<file path="config.mk">
export PLATFORM = sky130hd
export DESIGN_NAME = modbus_rtu_read_holding_master_top
export DESIGN_NICKNAME = d
export VERILOG_FILES = /design/src/design/mbr_pkg.sv /design/src/design/mbr_tx.sv /design/src/design/mbr_rx.sv /design/src/design/modbus_rtu_read_holding_master_top.sv
export SDC_FILE = /design/constraint.sdc
export NUM_CORES = 2
export LEC_CHECK = 0
export ABC_AREA = 1
export BUFFER_PORTS_ARGS = -buffer_cell sky130_fd_sc_hd__buf_4
export CAP_MARGIN = 20
export CORE_UTILIZATION = 60
export CTS_BUF_LIST = sky130_fd_sc_hd__clkbuf_4
export CTS_CLUSTER_DIAMETER = 150
export DETAILED_ROUTE_END_ITERATION = 16
export GPL_ROUTABILITY_DRIVEN = 0
export HOLD_SLACK_MARGIN = 0.05
export PLACE_DENSITY = 0.76
export SYNTH_ARGS = -nofsm -noshare
export SYNTH_HDL_FRONTEND = slang
export SYNTH_SLANG_ARGS = --single-unit
</file>
<file path="constraint.sdc">
create_clock -name clk_i -period 9.1 [get_ports clk_i]
set_input_delay 1.365 -clock clk_i [delete_from_list [all_inputs] [get_ports clk_i]]
set_output_delay 1.365 -clock clk_i [all_outputs]
set_load 0.02 [all_outputs]
</file>
<file path="src/design/mbr_pkg.sv">
// ----------------------------------------------------------------------------
// mbr_pkg
// Shared types, constants and the crc-16 byte step for the modbus read master
// ----------------------------------------------------------------------------
`timescale 1ns / 1ps

package mbr_pkg;

  localparam int unsigned MaxWords = 256;
  localparam int unsigned WordIdxW = (MaxWords > 1) ? $clog2(MaxWords) : 1;

  localparam logic [7:0]  FuncReadHolding = 8'h03;
  localparam logic [15:0] CrcPoly         = 16'hA001;
  localparam logic [15:0] CrcInit         = 16'hFFFF;
  localparam logic [9:0]  OverheadBytes   = 10'd5;

  typedef enum logic [1:0] {
    CmdStart = 2'd0,
    CmdByte  = 2'd1,
    CmdEnd   = 2'd2,
    CmdRead  = 2'd3
  } cmd_e;

  typedef enum logic [1:0] {
    KindTx     = 2'd0,
    KindStatus = 2'd1,
    KindWord   = 2'd2
  } kind_e;

  typedef enum logic [1:0] {
    StOk        = 2'd0,
    StZeroCount = 2'd1,
    StShort     = 2'd2,
    StCrcError  = 2'd3
  } status_e;

  typedef struct packed {
    cmd_e       cmd;
    logic [7:0] slave_address;
    logic [7:0] start_register;
    logic [7:0] register_count;
    logic [7:0] rx_byte;
    logic [7:0] word_index;
  } item_t;

  typedef struct packed {
    logic        has_res;
    kind_e       kind;
    status_e     status;
    logic [7:0]  word_count;
    logic [15:0] word;
  } rx_res_t;

  function automatic logic [15:0] crc_byte(input logic [15:0] crc, input logic [7:0] b);
    logic [15:0] c;
    c = crc ^ {8'h00, b};
    for (int i = 0; i < 8; i++) begin
      if (c[0]) begin
        c = (c >> 1) ^ CrcPoly;
      end else begin
        c = c >> 1;
      end
    end
    return c;
  endfunction

endpackage

</file>
<file path="src/design/mbr_tx.sv">
// ----------------------------------------------------------------------------
// mbr_tx
// Request frame sequencer: one byte per step, crc built as bytes go out
// ----------------------------------------------------------------------------
`timescale 1ns / 1ps

module mbr_tx import mbr_pkg::*; (
  input  logic       clk_i,
  input  logic       rst_ni,
  input  logic [7:0] slave_address_i,
  input  logic [7:0] start_register_i,
  input  logic [7:0] register_count_i,
  input  logic       step_i,
  output logic [7:0] tx_byte_o,
  output logic       last_o
);

  localparam logic [2:0] PosAddr   = 3'd0;
  localparam logic [2:0] PosFunc   = 3'd1;
  localparam logic [2:0] PosRegHi  = 3'd2;
  localparam logic [2:0] PosRegLo  = 3'd3;
  localparam logic [2:0] PosCntHi  = 3'd4;
  localparam logic [2:0] PosCntLo  = 3'd5;
  localparam logic [2:0] PosCrcLo  = 3'd6;
  localparam logic [2:0] PosCrcHi  = 3'd7;

  logic [2:0]  pos_q, pos_d;
  logic [15:0] crc_q, crc_d;
  logic [7:0]  byte_s;

  always_comb begin
    case (pos_q)
      PosAddr:  byte_s = slave_address_i;
      PosFunc:  byte_s = FuncReadHolding;
      PosRegHi: byte_s = 8'h00;
      PosRegLo: byte_s = start_register_i;
      PosCntHi: byte_s = 8'h00;
      PosCntLo: byte_s = register_count_i;
      PosCrcLo: byte_s = crc_q[7:0];
      PosCrcHi: byte_s = crc_q[15:8];
      default:  byte_s = 8'h00;
    endcase
  end

  always_comb begin
    pos_d = pos_q;
    crc_d = crc_q;
    if (step_i) begin
      pos_d = pos_q + 3'd1;
      if (pos_q == PosCrcHi) begin
        crc_d = CrcInit;
      end else if (pos_q < PosCrcLo) begin
        crc_d = crc_byte(crc_q, byte_s);
      end
    end
  end

  always_ff @(posedge clk_i or negedge rst_ni) begin
    if (!rst_ni) begin
      pos_q <= PosAddr;
      crc_q <= CrcInit;
    end else begin
      pos_q <= pos_d;
      crc_q <= crc_d;
    end
  end

  assign tx_byte_o = byte_s;
  assign last_o    = (pos_q == PosCrcHi);

`ifndef SYNTH
  a_crc_init_at_start: assert property (@(posedge clk_i) disable iff (!rst_ni)
    pos_q == PosAddr |-> crc_q == CrcInit)
    else $error("crc not reset at frame start");
  a_wrap_after_last: assert property (@(posedge clk_i) disable iff (!rst_ni)
    step_i && last_o |=> pos_q == PosAddr)
    else $error("sequencer did not wrap after last byte");
  a_hold_when_idle: assert property (@(posedge clk_i) disable iff (!rst_ni)
    !step_i |=> $stable(pos_q) && $stable(crc_q))
    else $error("sequencer moved without a step");
`endif

endmodule

</file>
<file path="src/design/mbr_rx.sv">
// ----------------------------------------------------------------------------
// mbr_rx
// Response parser: crc check, byte count cap, payload store and word reads
// ----------------------------------------------------------------------------
`timescale 1ns / 1ps

module mbr_rx import mbr_pkg::*; (
  input  logic                clk_i,
  input  logic                rst_ni,
  input  item_t               item_i,
  input  logic                commit_i,
  input  logic                rd_en_i,
  input  logic [WordIdxW-1:0] rd_addr_i,
  output rx_res_t             res_o
);

  typedef enum logic [1:0] {
    PhIdle = 2'd0,
    PhRx   = 2'd1
  } phase_e;

  phase_e      phase_q, phase_d;
  logic [9:0]  exp_q, exp_d;
  logic [9:0]  rcv_q, rcv_d;
  logic [15:0] crc_q, crc_d;
  logic [7:0]  pbc_q, pbc_d;
  logic [7:0]  hold_q, hold_d;
  logic [7:0]  valid_q, valid_d;

  logic [15:0] store_q [MaxWords];
  logic [15:0] rd_q;

  logic                we_s;
  logic [WordIdxW-1:0] waddr_s;
  logic [15:0]         wdata_s;

  logic [9:0]  span_s;
  logic [9:0]  rcv_inc_s;
  logic [9:0]  off_s;
  logic [15:0] crc_n_s;
  logic [8:0]  wc_s;

  always_comb begin
    phase_d = phase_q;
    exp_d   = exp_q;
    rcv_d   = rcv_q;
    crc_d   = crc_q;
    pbc_d   = pbc_q;
    hold_d  = hold_q;
    valid_d = valid_q;
    we_s    = 1'b0;
    wdata_s = {hold_q, item_i.rx_byte};
    res_o   = '{has_res: 1'b0, kind: KindStatus, status: StOk,
                word_count: 8'h00, word: 16'h0000};

    span_s    = exp_q - OverheadBytes;
    rcv_inc_s = rcv_q + 10'd1;
    off_s     = rcv_q - 10'd3;
    crc_n_s   = crc_byte(crc_q, item_i.rx_byte);
    wc_s      = {1'b0, pbc_q} >> 1;
    waddr_s   = off_s[WordIdxW:1];

    case (item_i.cmd)
      CmdStart: begin
        valid_d = 8'h00;
        res_o.has_res = 1'b1;
        if (item_i.register_count == 8'h00) begin
          phase_d = PhIdle;
          res_o.status = StZeroCount;
        end else begin
          phase_d = PhRx;
          res_o.kind = KindTx;
          exp_d   = OverheadBytes + {1'b0, item_i.register_count, 1'b0};
          rcv_d   = 10'd0;
          crc_d   = CrcInit;
          pbc_d   = 8'h00;
          hold_d  = 8'h00;
        end
      end
      CmdByte: begin
        if (phase_q == PhRx) begin
          crc_d = crc_n_s;
          rcv_d = rcv_inc_s;
          if (rcv_q == 10'd2) begin
            pbc_d = ({2'b00, item_i.rx_byte} < span_s) ? item_i.rx_byte : span_s[7:0];
          end else if (rcv_q >= 10'd3) begin
            if (!off_s[0]) begin
              hold_d = item_i.rx_byte;
            end else if (off_s[9:1] < wc_s && {1'b0, off_s[9:1]} < 10'(MaxWords)) begin
              we_s = 1'b1;
            end
          end
          if (rcv_inc_s >= exp_q) begin
            phase_d = PhIdle;
            res_o.has_res = 1'b1;
            if (crc_n_s == 16'h0000) begin
              valid_d = (10'(wc_s) > 10'(MaxWords)) ? 8'(MaxWords) : wc_s[7:0];
              res_o.word_count = valid_d;
            end else begin
              valid_d = 8'h00;
              res_o.status = StCrcError;
            end
          end
        end
      end
      CmdEnd: begin
        if (phase_q == PhRx) begin
          phase_d = PhIdle;
          valid_d = 8'h00;
          res_o.has_res = 1'b1;
          res_o.status  = StShort;
        end
      end
      CmdRead: begin
        res_o.has_res = 1'b1;
        res_o.kind    = KindWord;
        if (item_i.word_index < valid_q && 9'(item_i.word_index) < 9'(MaxWords)) begin
          res_o.word = rd_q;
        end
      end
      default: begin
        res_o.has_res = 1'b0;
      end
    endcase
  end

  always_ff @(posedge clk_i or negedge rst_ni) begin
    if (!rst_ni) begin
      phase_q <= PhIdle;
      exp_q   <= 10'd0;
      rcv_q   <= 10'd0;
      crc_q   <= CrcInit;
      pbc_q   <= 8'h00;
      hold_q  <= 8'h00;
      valid_q <= 8'h00;
    end else if (commit_i) begin
      phase_q <= phase_d;
      exp_q   <= exp_d;
      rcv_q   <= rcv_d;
      crc_q   <= crc_d;
      pbc_q   <= pbc_d;
      hold_q  <= hold_d;
      valid_q <= valid_d;
    end
  end

  // payload store, registered read taken when the read item is accepted
  always_ff @(posedge clk_i) begin
    if (commit_i && we_s) begin
      store_q[waddr_s] <= wdata_s;
    end
    if (rd_en_i) begin
      rd_q <= store_q[rd_addr_i];
    end
  end

`ifndef SYNTH
  a_no_words_while_rx: assert property (@(posedge clk_i) disable iff (!rst_ni)
    phase_q == PhRx |-> valid_q == 8'h00)
    else $error("valid words nonzero during reception");
  a_rcv_below_expected: assert property (@(posedge clk_i) disable iff (!rst_ni)
    phase_q == PhRx |-> rcv_q < exp_q)
    else $error("received length reached expected while receiving");
  a_write_only_in_rx: assert property (@(posedge clk_i) disable iff (!rst_ni)
    commit_i && we_s |-> phase_q == PhRx && item_i.cmd == CmdByte)
    else $error("payload write outside reception");
`endif

endmodule

</file>
<file path="src/design/modbus_rtu_read_holding_master_top.sv">
// ----------------------------------------------------------------------------
// modbus_rtu_read_holding_master_top
// Modbus rtu read holding registers master, request builder and response check
// ----------------------------------------------------------------------------
// Usage:
//   in channel  (in_valid_i/in_ready_o): one command per transfer: start,
//     received byte, end of reception or read of a stored word.
//   out channel (out_valid_o/out_ready_i): result items; last_o marks the
//     final result caused by one command.
//   A start with a nonzero count gives eight transmit bytes, one per cycle
//     while out_ready_i is high, the crc built byte by byte as they leave;
//     in_ready_o stays low until the eighth byte, and the next command is
//     taken with that byte. Every other command gives at most one result.
//   Path: a command goes into the input register, its result into the
//     output register. Single-result commands flow at one per cycle while
//     out_ready_i is high; the store read is issued as the command is taken.
//   Reset: idle, no valid words, empty output; the payload store is not
//     cleared and needs no clearing pass.
//   Receiver stall: the output register holds its item, the input register
//     fills behind it, then in_ready_o drops until out_ready_i returns.
// ----------------------------------------------------------------------------
`timescale 1ns / 1ps

module modbus_rtu_read_holding_master_top import mbr_pkg::*; (
  input  logic        clk_i,
  input  logic        rst_ni,
  input  logic        in_valid_i,
  output logic        in_ready_o,
  input  logic [1:0]  command_i,
  input  logic [7:0]  slave_address_i,
  input  logic [7:0]  start_register_i,
  input  logic [7:0]  register_count_i,
  input  logic [7:0]  rx_byte_i,
  input  logic [7:0]  word_index_i,
  output logic        out_valid_o,
  input  logic        out_ready_i,
  output logic [1:0]  kind_o,
  output logic [7:0]  tx_byte_o,
  output logic [1:0]  status_o,
  output logic [7:0]  word_count_o,
  output logic [15:0] register_word_o,
  output logic        last_o
);

  logic    s1_valid_q;
  item_t   s1_q;
  rx_res_t rx_res_s;

  logic        tx_last_s;
  logic [7:0]  tx_byte_s;
  logic        slot_free_s;
  logic        is_frame_s;
  logic        emit_s;
  logic        s1_done_s;
  logic        accept_s;

  logic        out_valid_q;
  kind_e       kind_q;
  logic [7:0]  tx_byte_q;
  status_e     status_q;
  logic [7:0]  word_count_q;
  logic [15:0] word_q;
  logic        last_q;

  assign slot_free_s = !out_valid_q || out_ready_i;
  assign is_frame_s  = (s1_q.cmd == CmdStart) && (s1_q.register_count != 8'h00);
  assign emit_s      = s1_valid_q && rx_res_s.has_res && slot_free_s;
  assign s1_done_s   = s1_valid_q &&
                       (!rx_res_s.has_res || (slot_free_s && (!is_frame_s || tx_last_s)));
  assign in_ready_o  = !s1_valid_q || s1_done_s;
  assign accept_s    = in_valid_i && in_ready_o;

  always_ff @(posedge clk_i or negedge rst_ni) begin
    if (!rst_ni) begin
      s1_valid_q <= 1'b0;
    end else if (in_ready_o) begin
      s1_valid_q <= in_valid_i;
    end
  end

  always_ff @(posedge clk_i) begin
    if (accept_s) begin
      s1_q <= '{cmd: cmd_e'(command_i), slave_address: slave_address_i,
                start_register: start_register_i, register_count: register_count_i,
                rx_byte: rx_byte_i, word_index: word_index_i};
    end
  end

  mbr_rx u_rx (
    .clk_i     (clk_i),
    .rst_ni    (rst_ni),
    .item_i    (s1_q),
    .commit_i  (s1_done_s),
    .rd_en_i   (accept_s),
    .rd_addr_i (word_index_i[WordIdxW-1:0]),
    .res_o     (rx_res_s)
  );

  mbr_tx u_tx (
    .clk_i            (clk_i),
    .rst_ni           (rst_ni),
    .slave_address_i  (s1_q.slave_address),
    .start_register_i (s1_q.start_register),
    .register_count_i (s1_q.register_count),
    .step_i           (emit_s && is_frame_s),
    .tx_byte_o        (tx_byte_s),
    .last_o           (tx_last_s)
  );

  // output register
  always_ff @(posedge clk_i or negedge rst_ni) begin
    if (!rst_ni) begin
      out_valid_q <= 1'b0;
    end else if (emit_s) begin
      out_valid_q <= 1'b1;
    end else if (out_ready_i) begin
      out_valid_q <= 1'b0;
    end
  end

  always_ff @(posedge clk_i) begin
    if (emit_s) begin
      if (is_frame_s) begin
        kind_q       <= KindTx;
        tx_byte_q    <= tx_byte_s;
        status_q     <= StOk;
        word_count_q <= 8'h00;
        word_q       <= 16'h0000;
        last_q       <= tx_last_s;
      end else begin
        kind_q       <= rx_res_s.kind;
        tx_byte_q    <= 8'h00;
        status_q     <= rx_res_s.status;
        word_count_q <= rx_res_s.word_count;
        word_q       <= rx_res_s.word;
        last_q       <= 1'b1;
      end
    end
  end

  assign out_valid_o     = out_valid_q;
  assign kind_o          = kind_q;
  assign tx_byte_o       = tx_byte_q;
  assign status_o        = status_q;
  assign word_count_o    = word_count_q;
  assign register_word_o = word_q;
  assign last_o          = last_q;

`ifndef SYNTH
  a_no_emit_over_full: assert property (@(posedge clk_i) disable iff (!rst_ni)
    out_valid_q && !out_ready_i |-> !emit_s)
    else $error("result written over a waiting result");
  a_frame_holds_input: assert property (@(posedge clk_i) disable iff (!rst_ni)
    emit_s && is_frame_s && !tx_last_s |-> !in_ready_o)
    else $error("input taken in the middle of a request frame");
  a_tx_kind_only_frames: assert property (@(posedge clk_i) disable iff (!rst_ni)
    emit_s && !is_frame_s |-> rx_res_s.kind != KindTx)
    else $error("transmit result outside a request frame");
`endif

endmodule

</file>
## Yosys cells after proc, flatten, opt, wreduce, memory -nomap -nowiden

Memory sizes are Yosys's and may differ from the RTL's. A register that Yosys moved wholly into a read port is not among the register bits.
Index checks and enable logic that the tools add are counted.

- $lt $le $gt $ge: 8
- Reductions and logical operators: 36
- Eq/ne operators: 20
- $add $sub $neg: 5
- Bitwise operators: 24
- Mux-type cells: 88

Operators with widths:

| cell | number |
|---|---|
| $mux 16 | 41 |
| $mux 8 | 12 |
| $pmux 8 s7 | 1 |
| $not 2->3 | 16 |
| $mux 10 | 4 |
| $pmux 16 s2 | 1 |
| $pmux 8 s2 | 2 |
| $xor 16x8->16 | 2 |
| $pmux 8 s3 | 1 |
| $pmux 10 s2 | 1 |
| $logic_not 16->1 | 1 |
| $mux 1 | 15 |
| $eq 3x3->1 const B | 4 |
| $pmux 2 s3 | 2 |
| $add 10x1->10 const B | 1 |
| $add 3x9->10 const A | 1 |
| $eq 10x2->1 const B | 1 |
| $ge 10x10->1 | 1 |
| $ge 10x2->1 const B | 1 |
| $lt 8x10->1 | 1 |
| $mux 2 | 5 |
| $ne 2x1->1 const B | 5 |
| $reduce_and 5->1 | 2 |
| $sub 10x2->10 const B | 1 |
| 32 further kinds | 59 |

- Bits in registers: 162
- Input port bits: 46
- Output and inout port bits: 39
- Word-level logic and storage cells: 205
- RAM bits: 4096
- Memories: 1

Memories:

| memory | depth | bits a word | read ports | clocked after memory_dff | write ports | RTL line | text |
|---|---|---|---|---|---|---|---|
| u_rx.store_q | 256 | 16 | 1 | 1 | 1 | mbr_rx.sv:30 | `logic [15:0] store_q [MaxWords];` |

## Depth between registers and ports, before layout

- Word-level depth: 43
- Gate-level depth with buffers: 23
- Depth with buffers taken out: 22

## Modules after synthesis

A second synthesis with hierarchy kept.

- Cell total of the unflattened synthesis: 14452
- Area total of the unflattened synthesis: 173274.9 um^2

Modules (own cells, without submodules):

| module | instances | area an instance (um^2) | cells each | sequential area each (um^2) |
|---|---|---|---|---|
| mbr_rx | 1 | 168496.6 | 14001 | 124974.9 |
| modbus_rtu_read_holding_master_top | 1 | 2987.9 | 190 | 2422.3 |
| mbr_tx | 1 | 1790.5 | 261 | 495.5 |

## Worst setup path before layout

OpenSTA, ideal clock, no wires.

- Kind: reg-to-reg
- From: register s1_q[14] in the netlist's numbering
- To: register status_q[1] (netlist: status_o[1]), data pin
- Buffers on the path: 0
- Required time: 8.845 ns
- Period minus slack after synthesis: 6.108 ns
- Arrival time: 5.853 ns
- Setup slack: 2.992 ns
- Setup time: 0.255 ns
- Cell stages (with the launch flop): 15
- Cell sequence: edfxtp_1 > xnor2_1 > xnor2_1 > xnor2_1 > xnor2_1 > ha_1 > xor2_1 > inv_1 > nand4_1 > nor4_1 > nand2_1 > nor2_2 > nor3_1 > o21ai_0 > nor2_1

- Word-level cells in the longest chain between the ends: 15

RTL lines:

| what | RTL line | text |
|---|---|---|
| from (decl) | modbus_rtu_read_holding_master_top.sv:46 | `item_t s1_q;` |
| from (signal assigned) | modbus_rtu_read_holding_master_top.sv:83 | `s1_q <= '{cmd: cmd_e'(command_i), slave_address: slave_address_i,` |
| $xor 16x8->16 (*) | mbr_pkg.sv:56 | `c = crc ^ {8'h00, b};` |
| $mux 16 (*) (5 in a row) | mbr_pkg.sv:58 | `if (c[0]) begin` |
| $not 2->3 (no source line) | n/a |  |
| $mux 16 (*) (3 in a row) | mbr_pkg.sv:58 |  |
| $logic_not 16->1 (*) | mbr_rx.sv:96 | `if (crc_n_s == 16'h0000) begin` |
| $mux 2 (*) | mbr_rx.sv:96 |  |
| $mux 10 (*) | mbr_rx.sv:93 | `if (rcv_inc_s >= exp_q) begin` |
| $mux 10 (*) | mbr_rx.sv:81 | `if (phase_q == PhRx) begin` |
| $pmux 2 s3 (*) | mbr_rx.sv:63 | `case (item_i.cmd)` |
| to (signal assigned) | modbus_rtu_read_holding_master_top.sv:126 | `status_q <= StOk;` |
| to (signal assigned) | modbus_rtu_read_holding_master_top.sv:133 | `status_q <= rx_res_s.status;` |
| to (decl) | modbus_rtu_read_holding_master_top.sv:60 | `status_e status_q;` |

Mark *: on every way between the ends. The rest lies on a longest branch, timed or not.
A chain may end at the register's enable or synchronous reset.

## Worst setup path after layout

- From: register u_rx.rcv_q[0]
- To: output port in_ready_o

- Word-level cells in the longest chain between the ends: 9

RTL lines:

| what | RTL line | text |
|---|---|---|
| from (decl) | mbr_rx.sv:24 | `logic [9:0] rcv_q, rcv_d;` |
| from (signal assigned) | mbr_rx.sv:139 | `rcv_q <= rcv_d;` |
| $add 10x1->10 | mbr_rx.sv:57 | `rcv_inc_s = rcv_q + 10'd1;` |
| $ge 10x10->1 | mbr_rx.sv:93 |  |
| $mux 1 | mbr_rx.sv:93 |  |
| $mux 1 | mbr_rx.sv:81 |  |
| $pmux 1 s3 | mbr_rx.sv:63 |  |
| $logic_not 1->1 | modbus_rtu_read_holding_master_top.sv:69 | `(!rx_res_s.has_res \|\| (slot_free_s && (!is_frame_s \|\| tx_last_s)));` |
| $logic_or 1x1->1 | modbus_rtu_read_holding_master_top.sv:69 |  |
| $logic_and 1x1->1 | modbus_rtu_read_holding_master_top.sv:68 | `assign s1_done_s = s1_valid_q &&` |
| $logic_or 1x1->1 | modbus_rtu_read_holding_master_top.sv:70 | `assign in_ready_o = !s1_valid_q \|\| s1_done_s;` |
| to (decl) | modbus_rtu_read_holding_master_top.sv:28 | `output logic in_ready_o,` |

No other way between the ends.

==> results.md <==
* Status: finished clean
* Yosys Warn Count at 0
* Std-Cell Rows at 194
* Adder-cell share of the synthesized area at 0.00339
* Post-DR wirelength/cell at roughly 20 µm
* Placed cell areas at 0.181 mm²
* Final ANT Viol Nets at 0
* Synth Cell Area at 0.170 mm²
* # H-tree levels at 7
* Dominant synthesized flop cell: edfxtp_1
* Final setup fails at 0
* I/O pin cnt at 85
* Synth cell count leaders: 4,190 x edfxtp_1, 2,278 x nor2_1, 2,054 x o21ai_0
* Buf+Inv Stages, Crit Path at 2
* CTS Buffer Depth at 5
* Final Hold Fails at 0
* Largest net degree at the start of global routing at 244
* Full die area at between 0.2 and 0.3 mm²
* Unrepaired setup endpoints after global routing: false
* Largest family of logic cells by synthesized area: simple AND/OR/NAND/NOR gates
* Pre-CTS setup slack at 3.65 ns
* Fin. max-slew vios at 0
* Post-synth top area share at 0.741
* Overflow after GRT at 0
* Antenna violations before repair at 12
* 1st-pass router iterations at 8
* Highest Clock Rate at 168 MHz
* Vias per cell at 5.70
* Post-Synth XOR/XNOR Area at 0.00248
* Area Growth Syn to Fin at 14.6%
* Post-synth EDFFs at about 4,200
* Post-layout minimum cycle time at between 5 and 6 ns
* Critical path, cell by cell: nand2_1 -> nor2_1 -> nand3_1 -> nor3_1 -> nand3_1 -> xor2_1 -> inv_1 -> ha_1 -> a21oi_1 -> o21ai_0 -> a21oi_1 -> nand4_1 -> nand4_1 -> buf_4
* DP HPWL at around 210,000 µm
* CP max stage delay at 0.45 ns
* CTS Buf Count at 1,136
* PnR worst setup slack at 3.14 ns
* DRC at 0
* Vias in the first global route at 112,000
* Count of buffers inserted at the top-level ports at 83
* CTS tree: done
* Seq/Total Area, Yosys at 0.753
* Most common cell in the netlist: edfxtp_1
* WL final at 408,000 µm
* Final net count at approximately 16,000
* Iteration-0 DRC Markers at 14,000
* PwrDens at 239 mW/mm²
* Root Driver: clkbuf_4
* Final instance area at between 0.15 and 0.2 mm²
* Synth Area in Simple Gates at 0.110
* Static Leak at 71.5 nW
* CP Launch Type: register
* Rel. slew slack at 0.218
* Post-synthesis mux area share at 0
* Largest area contributor in the netlist: edfxtp_1
* Compound-Gate Fraction of Synth Area at 0.103
* FFs w/ async S/R, synth at 0.0187
* Hold crit path type: in2reg
* Sink Count at 4,270
* PnR Total Power at 0.0464 W
* Peak supply drop at ~0.36 mV
* Layout cells sized above 1 at 0.124
* Top cell family by delay on the critical path: simple AND/OR/NAND/NOR gates
* Cells after Synth at 13,300
* Critical path type: reg2out
* Critical Path Slowest Stage Cell: dfrtp_1
* Post-Syn Area per Cell at 12.8 µm²
* Gr usage total at 0.286
* Via count at 116,000
* Synth cell types at 47
* Clock latency on the worst-skew pair at 1.68 ns
* Worst EP arrival at 4.59 ns
* Post-route clock skew at approximately 0.17 ns
* Synth top area cells: edfxtp_1 74%, o21ai_0 6.1%, nor2_1 5.0%
* Die height at about 530 µm
* Resize count post-CTS at 0
* Yosys reg bits at roughly 4,300
* Die width at 534 µm
* Max Fanout on Critical Path at 6
* Global-route wire length before repair at 621,000 µm
* Sum Neg Setup Slack at 0 ns
* Actual slew at the worst max-slew pin at 1.17 ns
* Final period utilization at 0.654
* Initial cell density of the core at 0.606
* Clock slew at reported path FFs at roughly 0.07 ns
* Critical Path RT at 7.74 ns
* Maxcap violations at 0
* CP Capture Type: output pin
* Core area at 0.280 mm²
-- state kept, by name (all words and copies together), names as in the netlist --
register,cells
u_rx.exp_q,10
word_count_o,7
u_rx.rd_q,16
kind_o,2
u_rx.valid_q,7
u_rx.phase_q,1
u_rx.hold_q,8
register_word_o,16
status_o,2
s1_valid_q,1
u_rx.crc_q,16
u_tx.crc_q,16
out_valid_o,1
u_rx.rcv_q,10
s1_q,42
u_tx.pos_q,3
u_rx.store_q,4096
u_rx.pbc_q,7
tx_byte_o,8
last_o,1
-- metrics by stage --
stage / utilization / instances / hold WS, ns
after global placement: 0.646 / 18400 / 0.482
after floorplan: - / 15300 / 0.446
after detailed placement: 0.646 / 18400 / 0.489
after global routing: 0.694 / 20300 / 0.104
after CTS: 0.693 / 20300 / 0.0526
final: 0.694 / 20300 / 0.195
-- what timing repair did --
item / CTS / global route
endpoints found under the hold margin: 84 / 0
setup buffers: 0 / 0
hold buffers: 38 / 0
-- cell type report --
class,count,area (µm²)
repair buffers,395,3660
inverters,138,567
clock buffers,1579,11900
diodes,14,35.0
well taps,3724,4660
multi-input cells,9958,44900
clock inverters,200,988
flip-flops and latches,4270,128000
fillers,19600,85800
-- metal layers --
metal	part of all wire	vias to the layer above	global-route usage	wire (µm)
met2	0.47	6284	0.451	192000
met3	0.11	898	0.0739	46200
li1	-	52700	-	-
met5	0.000078	-	0	32
met1	0.38	55700	0.376	156000
met4	0.036	4	0.133	14700
-- logic make-up (layout without fill, tap and decap cells) --
| group | after synthesis | in the layout |
|---|---|---|
| AOI/OAI and AO/OA | 3218 | 3218 |
| adders and majority gates | 46 | 46 |
| other | 1 | 2063 |
| xor gates and xnor gates | 48 | 48 |
| buffers and inverters | 1073 | 2312 |
| and+or+nand+nor | 4597 | 4597 |
| DFF | 4270 | 4270 |
-- path summary, 6_finish.rpt --
| kind | startpoint | to | slack [ns] | cells after the start |
|---|---|---|---|---|
| max in group asynchronous | rst_ni | u_rx.hold_q[6] | 7.75 | 3 |
| worst min-delay path | word_index_i[0] | s1_q[0] | 0.19 | 1 |
| worst min register to register | u_rx.crc_q[1] | u_rx.crc_q[1] | 0.49 | 2 |
| worst max register to register | u_rx.rcv_q[0] | u_rx.store_q[67][11] | 3.53 | 18 |
| worst max-delay path | u_rx.rcv_q[0] | in_ready_o | 3.14 | 14 |
| min in group asynchronous | rst_ni | u_rx.valid_q[1] | 0.56 | 3 |
-- cell usage in the layout, fill, tap and decap left out, types with 37 or more instances in the layout --
cell type	n
nand3_1	1027
o22ai_1	1025
nor2_1	2277
dfrtp_1	40
buf_4	309
dlygate4sd3_1	38
o21ai_0	2054
nand2_1	1217
inv_1	126
o21ai_1	64
ha_1	46
clkbuf_4	1579
buf_12	37
inv_2	37
edfxtp_1	4190
conb_1	2049
clkinv_1	151
-- report_power, final --
| part | internal (W) | switching [W] | total [W] |
|---|---|---|---|
| clock network | 0.00813 | 0.00732 | 0.0154 |
| registers | 0.0248 | 0.000865 | 0.0256 |
| logic | 0.00137 | 0.00399 | 0.00536 |
| total | 0.0343 | 0.0122 | 0.0464 |
(Power assumes the default switching activity.)
